===== config.mk =====
export PLATFORM = sky130hd
export DESIGN_NAME = probe_loss_delay_monitor
export DESIGN_NICKNAME = d
export VERILOG_FILES = /design/src/design/plmon_pkg.sv /design/src/design/plmon_cfg.sv /design/src/design/plmon_front.sv /design/src/design/plmon_loss.sv /design/src/design/plmon_delay.sv /design/src/design/probe_loss_delay_monitor.sv
export SDC_FILE = /design/constraint.sdc
export NUM_CORES = 2
export LEC_CHECK = 0
export BUFFER_PORTS_ARGS = -buffer_cell sky130_fd_sc_hd__buf_4
export CAP_MARGIN = 20
export CORE_MARGIN = 2
export CORE_UTILIZATION = 50
export CTS_CLUSTER_SIZE = 14
export DETAILED_ROUTE_END_ITERATION = 8
export PLACE_DENSITY = 0.72
export SKIP_LAST_GASP = 1
export SLEW_MARGIN = 20
export SYNTH_ARGS = -nofsm -noshare
export SYNTH_HDL_FRONTEND = slang
export SYNTH_SLANG_ARGS = --single-unit

===== constraint.sdc =====
create_clock -name clk_i -period 7.02 [get_ports clk_i]
set_input_delay 1.404 -clock clk_i [delete_from_list [all_inputs] [get_ports clk_i]]
set_output_delay 1.404 -clock clk_i [all_outputs]
set_load 0.03 [all_outputs]

===== src/design/plmon_pkg.sv =====
`timescale 1ns / 1ps
// Shared types, field widths and codes of the probe loss and delay monitor.
package plmon_pkg;

  localparam int SeqW     = 31;
  localparam int DlyW     = 24;
  localparam int SumOutW  = 29;
  localparam int LostOutW = 4;
  localparam int LimitW   = 16;
  localparam int PctW     = 7;
  localparam int CntW     = 32;
  localparam int AddrW    = 5;
  localparam int DataW    = 32;

  typedef enum logic {
    OpSent  = 1'b0,
    OpReply = 1'b1
  } op_e;

  typedef enum logic [2:0] {
    RegDownLimit = 3'd0,
    RegDelayHigh = 3'd1,
    RegDelayLow  = 3'd2,
    RegLossHigh  = 3'd3,
    RegLossLow   = 3'd4
  } reg_idx_e;

  typedef struct packed {
    logic [LimitW-1:0] down_limit;
    logic [DlyW-1:0]   delay_high;
    logic [DlyW-1:0]   delay_low;
    logic [PctW-1:0]   loss_high;
    logic [PctW-1:0]   loss_low;
  } cfg_t;

  // Per-event context computed at transfer time and carried to the update stage.
  typedef struct packed {
    op_e             op;
    logic            ans_clr;      // sent: clear the new probe's answered mark
    logic            drop_chk;     // sent: oldest probe leaves the ring
    logic            age_chk;      // sent: a probe enters the loss window
    logic            raise_ok;     // sent: loss alarm may rise
    logic            down_trip;    // sent: unanswered count above limit
    logic            reply_hit;    // reply: sequence lies in the ring
    logic            reply_aged;   // reply: probe already inside the loss window
    logic            clear_ok;     // reply: loss alarm may clear
    logic            delay_armed;  // reply: enough replies for the delay alarm
    logic            ring_empty;   // reply: delay slot never written
    logic [SeqW-1:0] probe_seq;
    logic [DlyW-1:0] delay_us;
  } ctx_t;

  typedef struct packed {
    logic active;
    logic changed;
  } alarm_t;

endpackage


===== src/design/plmon_cfg.sv =====
`timescale 1ns / 1ps
// APB register file holding the alarm thresholds.
module plmon_cfg
  import plmon_pkg::*;
(
  input  logic             clk_i,
  input  logic             rst_ni,
  input  logic             psel,
  input  logic             penable,
  input  logic             pwrite,
  input  logic [AddrW-1:0] paddr,
  input  logic [DataW-1:0] pwdata,
  output logic [DataW-1:0] prdata,
  output logic             pready,
  output cfg_t             cfg_o
);

  cfg_t cfg_q;
  logic wr_en;

  assign pready = 1'b1;
  assign wr_en  = psel && penable && pwrite;

  always_ff @(posedge clk_i or negedge rst_ni) begin
    if (!rst_ni) begin
      cfg_q <= '0;
    end else if (wr_en) begin
      case (paddr[4:2])
        RegDownLimit: cfg_q.down_limit <= pwdata[LimitW-1:0];
        RegDelayHigh: cfg_q.delay_high <= pwdata[DlyW-1:0];
        RegDelayLow:  cfg_q.delay_low  <= pwdata[DlyW-1:0];
        RegLossHigh:  cfg_q.loss_high  <= pwdata[PctW-1:0];
        RegLossLow:   cfg_q.loss_low   <= pwdata[PctW-1:0];
        default: ;
      endcase
    end
  end

  always_comb begin
    case (paddr[4:2])
      RegDownLimit: prdata = DataW'(cfg_q.down_limit);
      RegDelayHigh: prdata = DataW'(cfg_q.delay_high);
      RegDelayLow:  prdata = DataW'(cfg_q.delay_low);
      RegLossHigh:  prdata = DataW'(cfg_q.loss_high);
      RegLossLow:   prdata = DataW'(cfg_q.loss_low);
      default:      prdata = '0;
    endcase
  end

  assign cfg_o = cfg_q;

endmodule


===== src/design/plmon_front.sv =====
`timescale 1ns / 1ps
// Front stage: probe and reply counters, ring addresses and per-event flags.
module plmon_front
  import plmon_pkg::*;
#(
  parameter int DELAY_WINDOW = 20,
  parameter int LOSS_HOLDOFF = 3,
  parameter int LOSS_WINDOW  = 10,
  localparam int Ring   = LOSS_HOLDOFF + LOSS_WINDOW,
  localparam int PtrW   = $clog2(Ring),
  localparam int DSlotW = $clog2(DELAY_WINDOW)
) (
  input  logic              clk_i,
  input  logic              rst_ni,
  input  logic              accept_i,
  input  logic              operation_i,
  input  logic [SeqW-1:0]   reply_seq_i,
  input  logic [DlyW-1:0]   delay_us_i,
  input  cfg_t              cfg_i,
  output ctx_t              ctx_o,
  output logic [PtrW-1:0]   ans_addr_a_o,
  output logic [PtrW-1:0]   ans_addr_b_o,
  output logic [DSlotW-1:0] dly_addr_o
);

  localparam logic [CntW-1:0] RingC   = CntW'(Ring);
  localparam logic [CntW-1:0] Ring1C  = CntW'(Ring + 1);
  localparam logic [CntW-1:0] HoldC   = CntW'(LOSS_HOLDOFF);
  localparam logic [CntW-1:0] WinC    = CntW'(DELAY_WINDOW);
  localparam logic [SeqW-1:0] RingS   = SeqW'(Ring);
  localparam logic [SeqW-1:0] HoldS   = SeqW'(LOSS_HOLDOFF);
  localparam logic [PtrW:0]   RingP   = (PtrW+1)'(Ring);
  localparam logic [PtrW:0]   RingM1P = (PtrW+1)'(Ring - 1);
  localparam logic [PtrW:0]   HoldP   = (PtrW+1)'(LOSS_HOLDOFF);
  localparam logic [PtrW-1:0] LastPtr = PtrW'(Ring - 1);
  localparam logic [DSlotW-1:0] LastSlot = DSlotW'(DELAY_WINDOW - 1);

  logic [CntW-1:0]   sent_q, sent_d;
  logic [CntW-1:0]   highest_q, highest_d;
  logic [CntW-1:0]   rcount_q, rcount_d;
  logic [PtrW-1:0]   ptr_q, ptr_d;
  logic [DSlotW-1:0] dslot_q, dslot_d;
  logic              wrapped_q, wrapped_d;

  logic              is_reply;
  logic [CntW-1:0]   sent_inc, sent_new, seq_next, rc_inc, unans;
  logic [SeqW-1:0]   seq_age;
  logic              sent_last;
  logic [PtrW:0]     idx_sum, b_sum;
  logic [PtrW-1:0]   reply_idx, aged_idx;

  assign is_reply  = (op_e'(operation_i) == OpReply);
  assign sent_inc  = sent_q + CntW'(1);
  assign sent_last = (sent_q == '1);
  assign sent_new  = is_reply ? sent_q : sent_inc;
  assign seq_next  = {1'b0, reply_seq_i} + CntW'(1);
  assign rc_inc    = (rcount_q == '1) ? rcount_q : rcount_q + CntW'(1);
  assign unans     = sent_inc - highest_q;

  // Age of the answered probe, counted back from the latest one.
  assign seq_age   = SeqW'(sent_q - CntW'(1) - {1'b0, reply_seq_i});
  assign idx_sum   = {1'b0, ptr_q} + RingM1P - (PtrW+1)'(seq_age[PtrW-1:0]);
  assign reply_idx = (idx_sum >= RingP) ? PtrW'(idx_sum - RingP) : PtrW'(idx_sum);
  assign b_sum     = {1'b0, ptr_q} + RingP - HoldP;
  assign aged_idx  = (b_sum >= RingP) ? PtrW'(b_sum - RingP) : PtrW'(b_sum);

  assign ans_addr_a_o = is_reply ? reply_idx : ptr_q;
  assign ans_addr_b_o = aged_idx;
  assign dly_addr_o   = dslot_q;

  always_comb begin
    ctx_o             = '0;
    ctx_o.op          = op_e'(operation_i);
    ctx_o.drop_chk    = (sent_q >= RingC);
    ctx_o.ans_clr     = (sent_q >= RingC) || !wrapped_q;
    ctx_o.age_chk     = (sent_q >= HoldC);
    ctx_o.raise_ok    = (sent_q > RingC);
    ctx_o.down_trip   = (cfg_i.down_limit != '0) && (sent_inc > highest_q) &&
                        (unans > CntW'(cfg_i.down_limit));
    ctx_o.reply_hit   = (sent_q != '0) && (seq_age < RingS) && ({1'b0, seq_age} < sent_q);
    ctx_o.reply_aged  = (seq_age >= HoldS);
    ctx_o.clear_ok    = (sent_q > Ring1C);
    ctx_o.delay_armed = (rc_inc > WinC);
    ctx_o.ring_empty  = (rcount_q < WinC);
    ctx_o.probe_seq   = (sent_new == '0) ? '0 : SeqW'(sent_new - CntW'(1));
    ctx_o.delay_us    = delay_us_i;
  end

  always_comb begin
    sent_d    = sent_q;
    highest_d = highest_q;
    rcount_d  = rcount_q;
    ptr_d     = ptr_q;
    dslot_d   = dslot_q;
    wrapped_d = wrapped_q;
    if (accept_i) begin
      if (is_reply) begin
        if (seq_next > highest_q) highest_d = seq_next;
        rcount_d = rc_inc;
        dslot_d  = (dslot_q == LastSlot) ? '0 : dslot_q + DSlotW'(1);
      end else begin
        sent_d = sent_inc;
        // the ring slot follows the counter, restarting when it wraps
        ptr_d  = (ptr_q == LastPtr || sent_last) ? '0 : ptr_q + PtrW'(1);
        if (sent_last) wrapped_d = 1'b1;
      end
    end
  end

  always_ff @(posedge clk_i or negedge rst_ni) begin
    if (!rst_ni) begin
      sent_q    <= '0;
      highest_q <= '0;
      rcount_q  <= '0;
      ptr_q     <= '0;
      dslot_q   <= '0;
      wrapped_q <= 1'b0;
    end else begin
      sent_q    <= sent_d;
      highest_q <= highest_d;
      rcount_q  <= rcount_d;
      ptr_q     <= ptr_d;
      dslot_q   <= dslot_d;
      wrapped_q <= wrapped_d;
    end
  end

endmodule


===== src/design/plmon_loss.sv =====
`timescale 1ns / 1ps
// Answered-mark memory, lost probe count and loss alarm.
module plmon_loss
  import plmon_pkg::*;
#(
  parameter int LOSS_HOLDOFF = 3,
  parameter int LOSS_WINDOW  = 10,
  localparam int Ring  = LOSS_HOLDOFF + LOSS_WINDOW,
  localparam int PtrW  = $clog2(Ring),
  localparam int LostW = $clog2(LOSS_WINDOW + 1)
) (
  input  logic                clk_i,
  input  logic                rst_ni,
  input  logic                accept_i,
  input  logic                advance_i,
  input  logic [PtrW-1:0]     addr_a_i,
  input  logic [PtrW-1:0]     addr_b_i,
  input  ctx_t                ctx_i,
  input  cfg_t                cfg_i,
  output logic [LostOutW-1:0] lost_o,
  output alarm_t              alarm_o
);

  localparam int ProdW = LostW + PctW;
  localparam logic [LostW-1:0] LossWin = LostW'(LOSS_WINDOW);
  localparam logic [ProdW-1:0] Pct100  = ProdW'(100);
  localparam logic [ProdW-1:0] WinP    = ProdW'(LOSS_WINDOW);

  logic             mark_q [Ring];
  logic             rd_a_q, rd_b_q;
  logic             hit_a_q, hit_b_q, fwd_q;
  logic [PtrW-1:0]  waddr_q;
  logic [LostW-1:0] lost_q, lost_d;
  logic             alarm_q, alarm_d;

  logic             wen, wdata, mark_a, mark_b, is_reply, chg;
  logic [LostW-1:0] lost_drop;
  logic [ProdW-1:0] lost_prod, high_prod, low_prod;

  assign is_reply = (ctx_i.op == OpReply);
  assign wen      = is_reply ? ctx_i.reply_hit : ctx_i.ans_clr;
  assign wdata    = is_reply;

  always_ff @(posedge clk_i) begin
    if (advance_i && wen) mark_q[waddr_q] <= wdata;
    if (accept_i) begin
      rd_a_q  <= mark_q[addr_a_i];
      rd_b_q  <= mark_q[addr_b_i];
      // the event now retiring writes at this same edge: forward its mark
      hit_a_q <= advance_i && wen && (waddr_q == addr_a_i);
      hit_b_q <= advance_i && wen && (waddr_q == addr_b_i);
      fwd_q   <= wdata;
      waddr_q <= addr_a_i;
    end
  end

  assign mark_a = hit_a_q ? fwd_q : rd_a_q;
  assign mark_b = hit_b_q ? fwd_q : rd_b_q;

  always_comb begin
    lost_drop = lost_q;
    lost_d    = lost_q;
    if (is_reply) begin
      if (ctx_i.reply_hit && !mark_a && ctx_i.reply_aged && lost_q != '0)
        lost_d = lost_q - LostW'(1);
    end else begin
      if (ctx_i.drop_chk && !mark_a && lost_q != '0) lost_drop = lost_q - LostW'(1);
      lost_d = lost_drop;
      if (ctx_i.age_chk && !mark_b && lost_drop < LossWin) lost_d = lost_drop + LostW'(1);
    end
  end

  assign lost_prod = ProdW'(lost_d) * Pct100;
  assign high_prod = ProdW'(cfg_i.loss_high) * WinP;
  assign low_prod  = ProdW'(cfg_i.loss_low) * WinP;

  always_comb begin
    alarm_d = alarm_q;
    chg     = 1'b0;
    if (!is_reply) begin
      if (ctx_i.raise_ok && !alarm_q && cfg_i.loss_high != '0 && lost_prod > high_prod) begin
        alarm_d = 1'b1;
        chg     = 1'b1;
      end
    end else if (ctx_i.clear_ok && alarm_q && lost_prod < low_prod) begin
      alarm_d = 1'b0;
      chg     = 1'b1;
    end
  end

  always_ff @(posedge clk_i or negedge rst_ni) begin
    if (!rst_ni) begin
      lost_q  <= '0;
      alarm_q <= 1'b0;
    end else if (advance_i) begin
      lost_q  <= lost_d;
      alarm_q <= alarm_d;
    end
  end

  assign lost_o          = LostOutW'(lost_d);
  assign alarm_o.active  = alarm_d;
  assign alarm_o.changed = chg;

  a_lost_bounded: assert property (@(posedge clk_i) disable iff (!rst_ni)
    lost_q <= LossWin)
    else $error("lost count beyond loss window");

endmodule


===== src/design/plmon_delay.sv =====
`timescale 1ns / 1ps
// Delay sample memory, running delay sum and delay alarm with hysteresis.
module plmon_delay
  import plmon_pkg::*;
#(
  parameter int DELAY_WINDOW = 20,
  localparam int DSlotW = $clog2(DELAY_WINDOW),
  localparam int SumW   = DlyW + $clog2(DELAY_WINDOW)
) (
  input  logic               clk_i,
  input  logic               rst_ni,
  input  logic               accept_i,
  input  logic               advance_i,
  input  logic [DSlotW-1:0]  addr_i,
  input  ctx_t               ctx_i,
  input  cfg_t               cfg_i,
  output logic [SumOutW-1:0] sum_o,
  output alarm_t             alarm_o
);

  localparam logic [SumW-1:0] WinS = SumW'(DELAY_WINDOW);

  logic [DlyW-1:0]   ring_q [DELAY_WINDOW];
  logic [DlyW-1:0]   rd_q, fwd_q;
  logic              hit_q;
  logic [DSlotW-1:0] waddr_q;
  logic [SumW-1:0]   total_q, total_d;
  logic              alarm_q, alarm_d;

  logic              wen, chg;
  logic [DlyW-1:0]   old;
  logic [SumW-1:0]   high_sum, low_sum;

  assign wen = (ctx_i.op == OpReply);

  always_ff @(posedge clk_i) begin
    if (advance_i && wen) ring_q[waddr_q] <= ctx_i.delay_us;
    if (accept_i) begin
      rd_q    <= ring_q[addr_i];
      hit_q   <= advance_i && wen && (waddr_q == addr_i);
      fwd_q   <= ctx_i.delay_us;
      waddr_q <= addr_i;
    end
  end

  // slots not yet filled since reset count as zero
  assign old      = ctx_i.ring_empty ? '0 : (hit_q ? fwd_q : rd_q);
  assign total_d  = wen ? total_q + SumW'(ctx_i.delay_us) - SumW'(old) : total_q;
  assign high_sum = SumW'(cfg_i.delay_high) * WinS;
  assign low_sum  = SumW'(cfg_i.delay_low) * WinS;

  always_comb begin
    alarm_d = alarm_q;
    chg     = 1'b0;
    if (wen && ctx_i.delay_armed) begin
      if (cfg_i.delay_high != '0 && !alarm_q && total_d > high_sum) begin
        alarm_d = 1'b1;
        chg     = 1'b1;
      end else if (cfg_i.delay_low != '0 && alarm_q && total_d < low_sum) begin
        alarm_d = 1'b0;
        chg     = 1'b1;
      end
    end
  end

  always_ff @(posedge clk_i or negedge rst_ni) begin
    if (!rst_ni) begin
      total_q <= '0;
      alarm_q <= 1'b0;
    end else if (advance_i) begin
      total_q <= total_d;
      alarm_q <= alarm_d;
    end
  end

  assign sum_o           = SumOutW'(total_d);
  assign alarm_o.active  = alarm_d;
  assign alarm_o.changed = chg;

  a_sent_keeps_sum: assert property (@(posedge clk_i) disable iff (!rst_ni)
    advance_i && ctx_i.op == OpSent |=> $stable(total_q))
    else $error("delay sum moved on a sent event");

endmodule


===== src/design/probe_loss_delay_monitor.sv =====
`timescale 1ns / 1ps
// Top level of the probe loss and delay monitor: handshake, update stage, result register.
// Staging: an accepted event waits in the update stage, its result in the result register.
// Throughput: one event per cycle while results are taken; the answered-mark and delay
//   memories forward the retiring write, so consecutive events to one slot do not stall.
// Reset: counters, sums, lost count, alarms and thresholds clear at once; the memories are
//   not swept, unwritten slots are masked by the reply count and the probe count.
module probe_loss_delay_monitor
  import plmon_pkg::*;
#(
  parameter int DELAY_WINDOW = 20,
  parameter int LOSS_HOLDOFF = 3,
  parameter int LOSS_WINDOW  = 10
) (
  input  logic               clk_i,
  input  logic               rst_ni,
  input  logic               psel,
  input  logic               penable,
  input  logic               pwrite,
  input  logic [AddrW-1:0]   paddr,
  input  logic [DataW-1:0]   pwdata,
  output logic [DataW-1:0]   prdata,
  output logic               pready,
  input  logic               in_valid_i,
  output logic               in_ready_o,
  input  logic               operation_i,
  input  logic [SeqW-1:0]    reply_seq_i,
  input  logic [DlyW-1:0]    delay_us_i,
  output logic               out_valid_o,
  input  logic               out_ready_i,
  output logic [SeqW-1:0]    probe_seq_o,
  output logic               down_alarm_o,
  output logic               delay_alarm_o,
  output logic               loss_alarm_o,
  output logic               down_changed_o,
  output logic               delay_changed_o,
  output logic               loss_changed_o,
  output logic [SumOutW-1:0] delay_window_sum_o,
  output logic [LostOutW-1:0] lost_recent_o
);

  localparam int Ring   = LOSS_HOLDOFF + LOSS_WINDOW;
  localparam int PtrW   = $clog2(Ring);
  localparam int DSlotW = $clog2(DELAY_WINDOW);

  cfg_t              cfg;
  ctx_t              ctx_d, ctx_q;
  logic [PtrW-1:0]   ans_addr_a, ans_addr_b;
  logic [DSlotW-1:0] dly_addr;
  logic              accept, advance;
  logic              s1_valid_q, s1_valid_d;
  logic              out_valid_q, out_valid_d;
  logic              down_q, down_d, down_chg;
  alarm_t            loss_al, delay_al;
  logic [LostOutW-1:0] lost;
  logic [SumOutW-1:0]  dsum;

  logic [SeqW-1:0]     seq_out_q;
  logic                down_out_q, delay_out_q, loss_out_q;
  logic                down_chg_q, delay_chg_q, loss_chg_q;
  logic [SumOutW-1:0]  sum_out_q;
  logic [LostOutW-1:0] lost_out_q;

  plmon_cfg u_cfg (
    .clk_i   (clk_i),
    .rst_ni  (rst_ni),
    .psel    (psel),
    .penable (penable),
    .pwrite  (pwrite),
    .paddr   (paddr),
    .pwdata  (pwdata),
    .prdata  (prdata),
    .pready  (pready),
    .cfg_o   (cfg)
  );

  plmon_front #(
    .DELAY_WINDOW (DELAY_WINDOW),
    .LOSS_HOLDOFF (LOSS_HOLDOFF),
    .LOSS_WINDOW  (LOSS_WINDOW)
  ) u_front (
    .clk_i        (clk_i),
    .rst_ni       (rst_ni),
    .accept_i     (accept),
    .operation_i  (operation_i),
    .reply_seq_i  (reply_seq_i),
    .delay_us_i   (delay_us_i),
    .cfg_i        (cfg),
    .ctx_o        (ctx_d),
    .ans_addr_a_o (ans_addr_a),
    .ans_addr_b_o (ans_addr_b),
    .dly_addr_o   (dly_addr)
  );

  plmon_loss #(
    .LOSS_HOLDOFF (LOSS_HOLDOFF),
    .LOSS_WINDOW  (LOSS_WINDOW)
  ) u_loss (
    .clk_i     (clk_i),
    .rst_ni    (rst_ni),
    .accept_i  (accept),
    .advance_i (advance),
    .addr_a_i  (ans_addr_a),
    .addr_b_i  (ans_addr_b),
    .ctx_i     (ctx_q),
    .cfg_i     (cfg),
    .lost_o    (lost),
    .alarm_o   (loss_al)
  );

  plmon_delay #(
    .DELAY_WINDOW (DELAY_WINDOW)
  ) u_delay (
    .clk_i     (clk_i),
    .rst_ni    (rst_ni),
    .accept_i  (accept),
    .advance_i (advance),
    .addr_i    (dly_addr),
    .ctx_i     (ctx_q),
    .cfg_i     (cfg),
    .sum_o     (dsum),
    .alarm_o   (delay_al)
  );

  // The update stage retires whenever the result register is free or being taken.
  assign advance    = s1_valid_q && (!out_valid_q || out_ready_i);
  assign in_ready_o = !s1_valid_q || advance;
  assign accept     = in_valid_i && in_ready_o;

  assign s1_valid_d  = accept ? 1'b1 : (advance ? 1'b0 : s1_valid_q);
  assign out_valid_d = advance ? 1'b1 : (out_ready_i ? 1'b0 : out_valid_q);

  always_comb begin
    down_d   = down_q;
    down_chg = 1'b0;
    if (ctx_q.op == OpReply) begin
      if (down_q) begin
        down_d   = 1'b0;
        down_chg = 1'b1;
      end
    end else if (ctx_q.down_trip && !down_q) begin
      down_d   = 1'b1;
      down_chg = 1'b1;
    end
  end

  always_ff @(posedge clk_i or negedge rst_ni) begin
    if (!rst_ni) begin
      s1_valid_q  <= 1'b0;
      out_valid_q <= 1'b0;
      down_q      <= 1'b0;
    end else begin
      s1_valid_q  <= s1_valid_d;
      out_valid_q <= out_valid_d;
      if (advance) down_q <= down_d;
    end
  end

  always_ff @(posedge clk_i) begin
    if (accept) ctx_q <= ctx_d;
    if (advance) begin
      seq_out_q   <= ctx_q.probe_seq;
      down_out_q  <= down_d;
      delay_out_q <= delay_al.active;
      loss_out_q  <= loss_al.active;
      down_chg_q  <= down_chg;
      delay_chg_q <= delay_al.changed;
      loss_chg_q  <= loss_al.changed;
      sum_out_q   <= dsum;
      lost_out_q  <= lost;
    end
  end

  assign out_valid_o        = out_valid_q;
  assign probe_seq_o        = seq_out_q;
  assign down_alarm_o       = down_out_q;
  assign delay_alarm_o      = delay_out_q;
  assign loss_alarm_o       = loss_out_q;
  assign down_changed_o     = down_chg_q;
  assign delay_changed_o    = delay_chg_q;
  assign loss_changed_o     = loss_chg_q;
  assign delay_window_sum_o = sum_out_q;
  assign lost_recent_o      = lost_out_q;

  a_stage_holds: assert property (@(posedge clk_i) disable iff (!rst_ni)
    s1_valid_q && !advance |=> s1_valid_q && $stable(ctx_q))
    else $error("pending event lost or altered in update stage");

  a_down_toggles: assert property (@(posedge clk_i) disable iff (!rst_ni)
    advance && down_chg |=> down_q != $past(down_q))
    else $error("down change flagged without a toggle");

  a_reply_clears_down: assert property (@(posedge clk_i) disable iff (!rst_ni)
    advance && ctx_q.op == OpReply |=> !down_q)
    else $error("down alarm survived a reply");

endmodule


==> metrics <==
status finished clean; setup TNS 0 ns; wirelength, routed 133000 um; placer congestion estimate 0.915; Comb pwr share 46.8%; row count 117; slowest cell on the critical path dfrtp_1; share of layout cells above drive strength 1 17.4%; max-cap violations 0; Main synth FF type edfxtp_1; total number of vias between 30000 and 40000; Final WS setup 0.386 ns; Critical Path RT 7.40 ns; CTS Buf Count 96; first-pass GRT wire length ~200000 um; Die Y approximately 320 um; RSZ-0062 raised after global routing false; Reg clk slew, reported paths ~0.06 ns; Avg Cell Area, Syn between 10 and 15 um2; Sw Pwr 9.20 mW; Setup CP Type flop to flop; die area 106000 um2; DR WL met3 9170 um; final non-filler cell total 5860; final period utilization about 94%; DIE WIDTH around 320 um; Power, Total 23.8 mW; vias in the first global route approximately 34000; Cell Chain, Critical Path ha_2, nand3_1, or3_1, or2_2, xnor2_1, ha_1, and2_1, and3_1, a31oi_1, nand2_1, a21oi_1, o21bai_1, a21oi_1, xnor2_1, ha_1, nand2_1, nor3_1, nand3_1, a21oi_1, o311a_1, nand3_1, or4_1, a211oi_1, a41oi_1; PD cells around 410 nW/um2; wire per inst 22.7 um; Startpoint Class flop; Post-synth EDFFs 692; final hold vios 0; Routed Antenna Nets 0; sequential power share a little over 30%; post-synth design cell area 51500 um2; gr ovfl total 0; WL met1 about 59000 um; largest net degree at the start of global routing 131; H-tree depth 3; Internal 14.6 mW; Final nets 4919; total track usage between 20% and 30%; First-pass DRT Iterations 6; drt drc 0; largest fanout on the critical path 9; met2 WL between 60000 and 70000 um; Max IR drop VDD 0.259 mV; worst reg2reg path depth 24; WP data arrival ~7 ns; maximum clock path buffer count 3; worst hold stages 0; TritonCTS clock tree built; Fmax 151 MHz; clk sinks ~910; Hold Slack ~0.41 ns; Vias/cell 5.99; Finish-stage setup viols 0; sequential-to-total area share from yosys stat 51.1%; hpwl dp 92700 um; Switching Share approximately two fifths; Yosys cell types roughly 80; post-synthesis register bit count 914; Cells after Synth 4194; initial antenna violation count 3; CTS root buffer clkbuf_16; Hold WC Path Type flop to flop; Port Buf Inserts 185; Place WS 0.417 ns; worst rel slew slack 26.6%; Worst-Margin Slew 1.09 ns; YS warnings 0; fraction of registers with async set/reset 24.3%; clk_lat worst skew about 0.69 ns; core area 102000 um2; # hold bufs at CTS 0; Placed Cells 5674; Lkg Pwr roughly 23 nW; crit path capture type flop; CP max stage delay 0.60 ns; I/O Pins around 210; initial DRC count roughly 3500; Slew Limit Fails 0; Clock Skew 0.0311 ns; Clock power frac between 20% and 30%; Starting Density 50.5%; Top Layer Used met5; Final min period 6.63 ns; Layout area overhead 12.7%
## sequential cells by signal (all words and copies together), names as in the netlist, 31 cells and up
register / count
u_front.sent_q: 32
u_delay.ring_q: 480
probe_seq_o: 31
u_front.highest_q: 32
ctx_q: 66
u_front.rcount_q: 32
u_cfg.cfg_o: 78
## worst max-delay path: cells and delay by family, from the launching register on
kind,cells,cell delay [ns]
AND/OR/NAND/NOR,11,2.64
AO/OA/AOI/OAI,8,1.75
adder cells (fa/ha/maj),3,1.00
flip-flops,1,0.60
XOR/XNOR,2,0.35
## power by group through the flow
stage                     sequential, mW  clock, mW  combinational [mW]
after floorplan                     7.31          0                8.03
after global placement              7.39          0                10.7
after detailed placement            7.42          0                10.9
after CTS                           7.32       5.41                11.1
after global routing                7.40       5.60                12.4
final                               7.32       5.32                11.1
## worst paths after layout
check / startpoint / end / slack (ns)
setup / recovery: u_front.sent_q[0]$_DFFE_PN0P_ / ctx_q[60]$_DFFE_PP_ / 0.39
hold / removal: ctx_q[37]$_SDFFCE_PN0P_ / probe_seq_o[13]$_DFFE_PP_ / 0.41
setup reg to reg: u_front.sent_q[0]$_DFFE_PN0P_ / ctx_q[60]$_DFFE_PP_ / 0.39
hold reg to reg: ctx_q[37]$_SDFFCE_PN0P_ / probe_seq_o[13]$_DFFE_PP_ / 0.41
max in group asynchronous: rst_ni / u_front.sent_q[23]$_DFFE_PN0P_ / 4.97
min in group asynchronous: rst_ni / u_delay.total_q[26]$_DFFE_PN0P_ / 0.69
## layout make-up
class	instances	area, um2
Fill cell	8164	44000
Inverter	306	1150
Antenna cell	4	10.0
Timing Repair Buffer	264	2030
Clock buffer	131	2650
Tap cell	1368	1710
Sequential cell	914	26300
Clock inverter	45	648
Multi-Input combinational cell	2828	23500
## cell families after synthesis
kind of cell | Yosys count | share of synthesized area [%]
AND/OR/NAND/NOR | 1048 | 10.0
AO/OA/AOI/OAI | 667 | 8.21
flip-flops | 914 | 51.1
multiplexers | 377 | 11.4
other | 2 | 0.0146
XOR/XNOR | 316 | 5.37
buffers and inverters | 459 | 3.43
adder cells (fa/ha/maj) | 411 | 10.4
## placed cells by master, fill, tap and decap left out, types with 164 or more instances in the layout
cell      count
a21oi_1     192
buf_4       260
dfrtp_1     219
edfxtp_1    692
ha_1        376
inv_1       303
mux2_2      164
nand2_1     234
nor2_1      263
xnor2_1     228
## cells in the mapped netlist, types with 9 or more instances
library cell,count,share of area (%)
o22ai_1,14,0.17
mux4_2,150,6.6
o211ai_1,21,0.31
a21oi_1,193,1.9
ha_1,377,9.2
a21boi_0,9,0.13
o21bai_1,18,0.26
mux2i_1,63,1.2
edfxtp_1,692,40
or4_1,14,0.20
mux2_2,164,3.6
nor3_1,82,0.80
a22oi_1,9,0.13
fa_1,32,1.2
and3_1,30,0.36
nor2b_1,39,0.47
and2_1,18,0.22
nand4_1,65,0.79
o21a_1,41,0.60
nand3_1,105,1.0
xnor2_1,228,3.9
a21o_1,78,1.1
clkbuf_1,116,0.85
nand2b_1,31,0.38
a211oi_1,16,0.23
xor2_1,88,1.5
or2_2,22,0.27
o2111ai_1,9,0.15
inv_1,304,2.2
nor2_1,279,2.0
nand2_1,234,1.7
dfrtp_1,222,11
or3_1,21,0.26
a31oi_1,27,0.33
buf_1,23,0.17
nand3b_1,14,0.20
o21ai_0,151,1.5
nor3b_1,9,0.13
and4_1,10,0.17
nor4_1,54,0.66
o31ai_1,16,0.23
buf_4,11,0.16
## stage by stage
stage                     utilization, %  cell area, um2
final                               56.9           58100
after global routing                56.9           58100
after CTS                           56.8           58000
after detailed placement            53.6           54700
after global placement              53.6           54700
after floorplan                        -           51500
## what timing repair did
action / in CTS / in global routing
setup buffers: 0 / 6
endpoints found under the setup margin: 0 / 4
gates resized for setup: 0 / 1
## metal layers
layer,up-vias,track usage [%]
met3,198,3.26
met1,17500,36.0
met5,-,0
met2,1409,38.6
li1,16000,-
met4,2,7.68
Power figures use the tool's default switching activity.
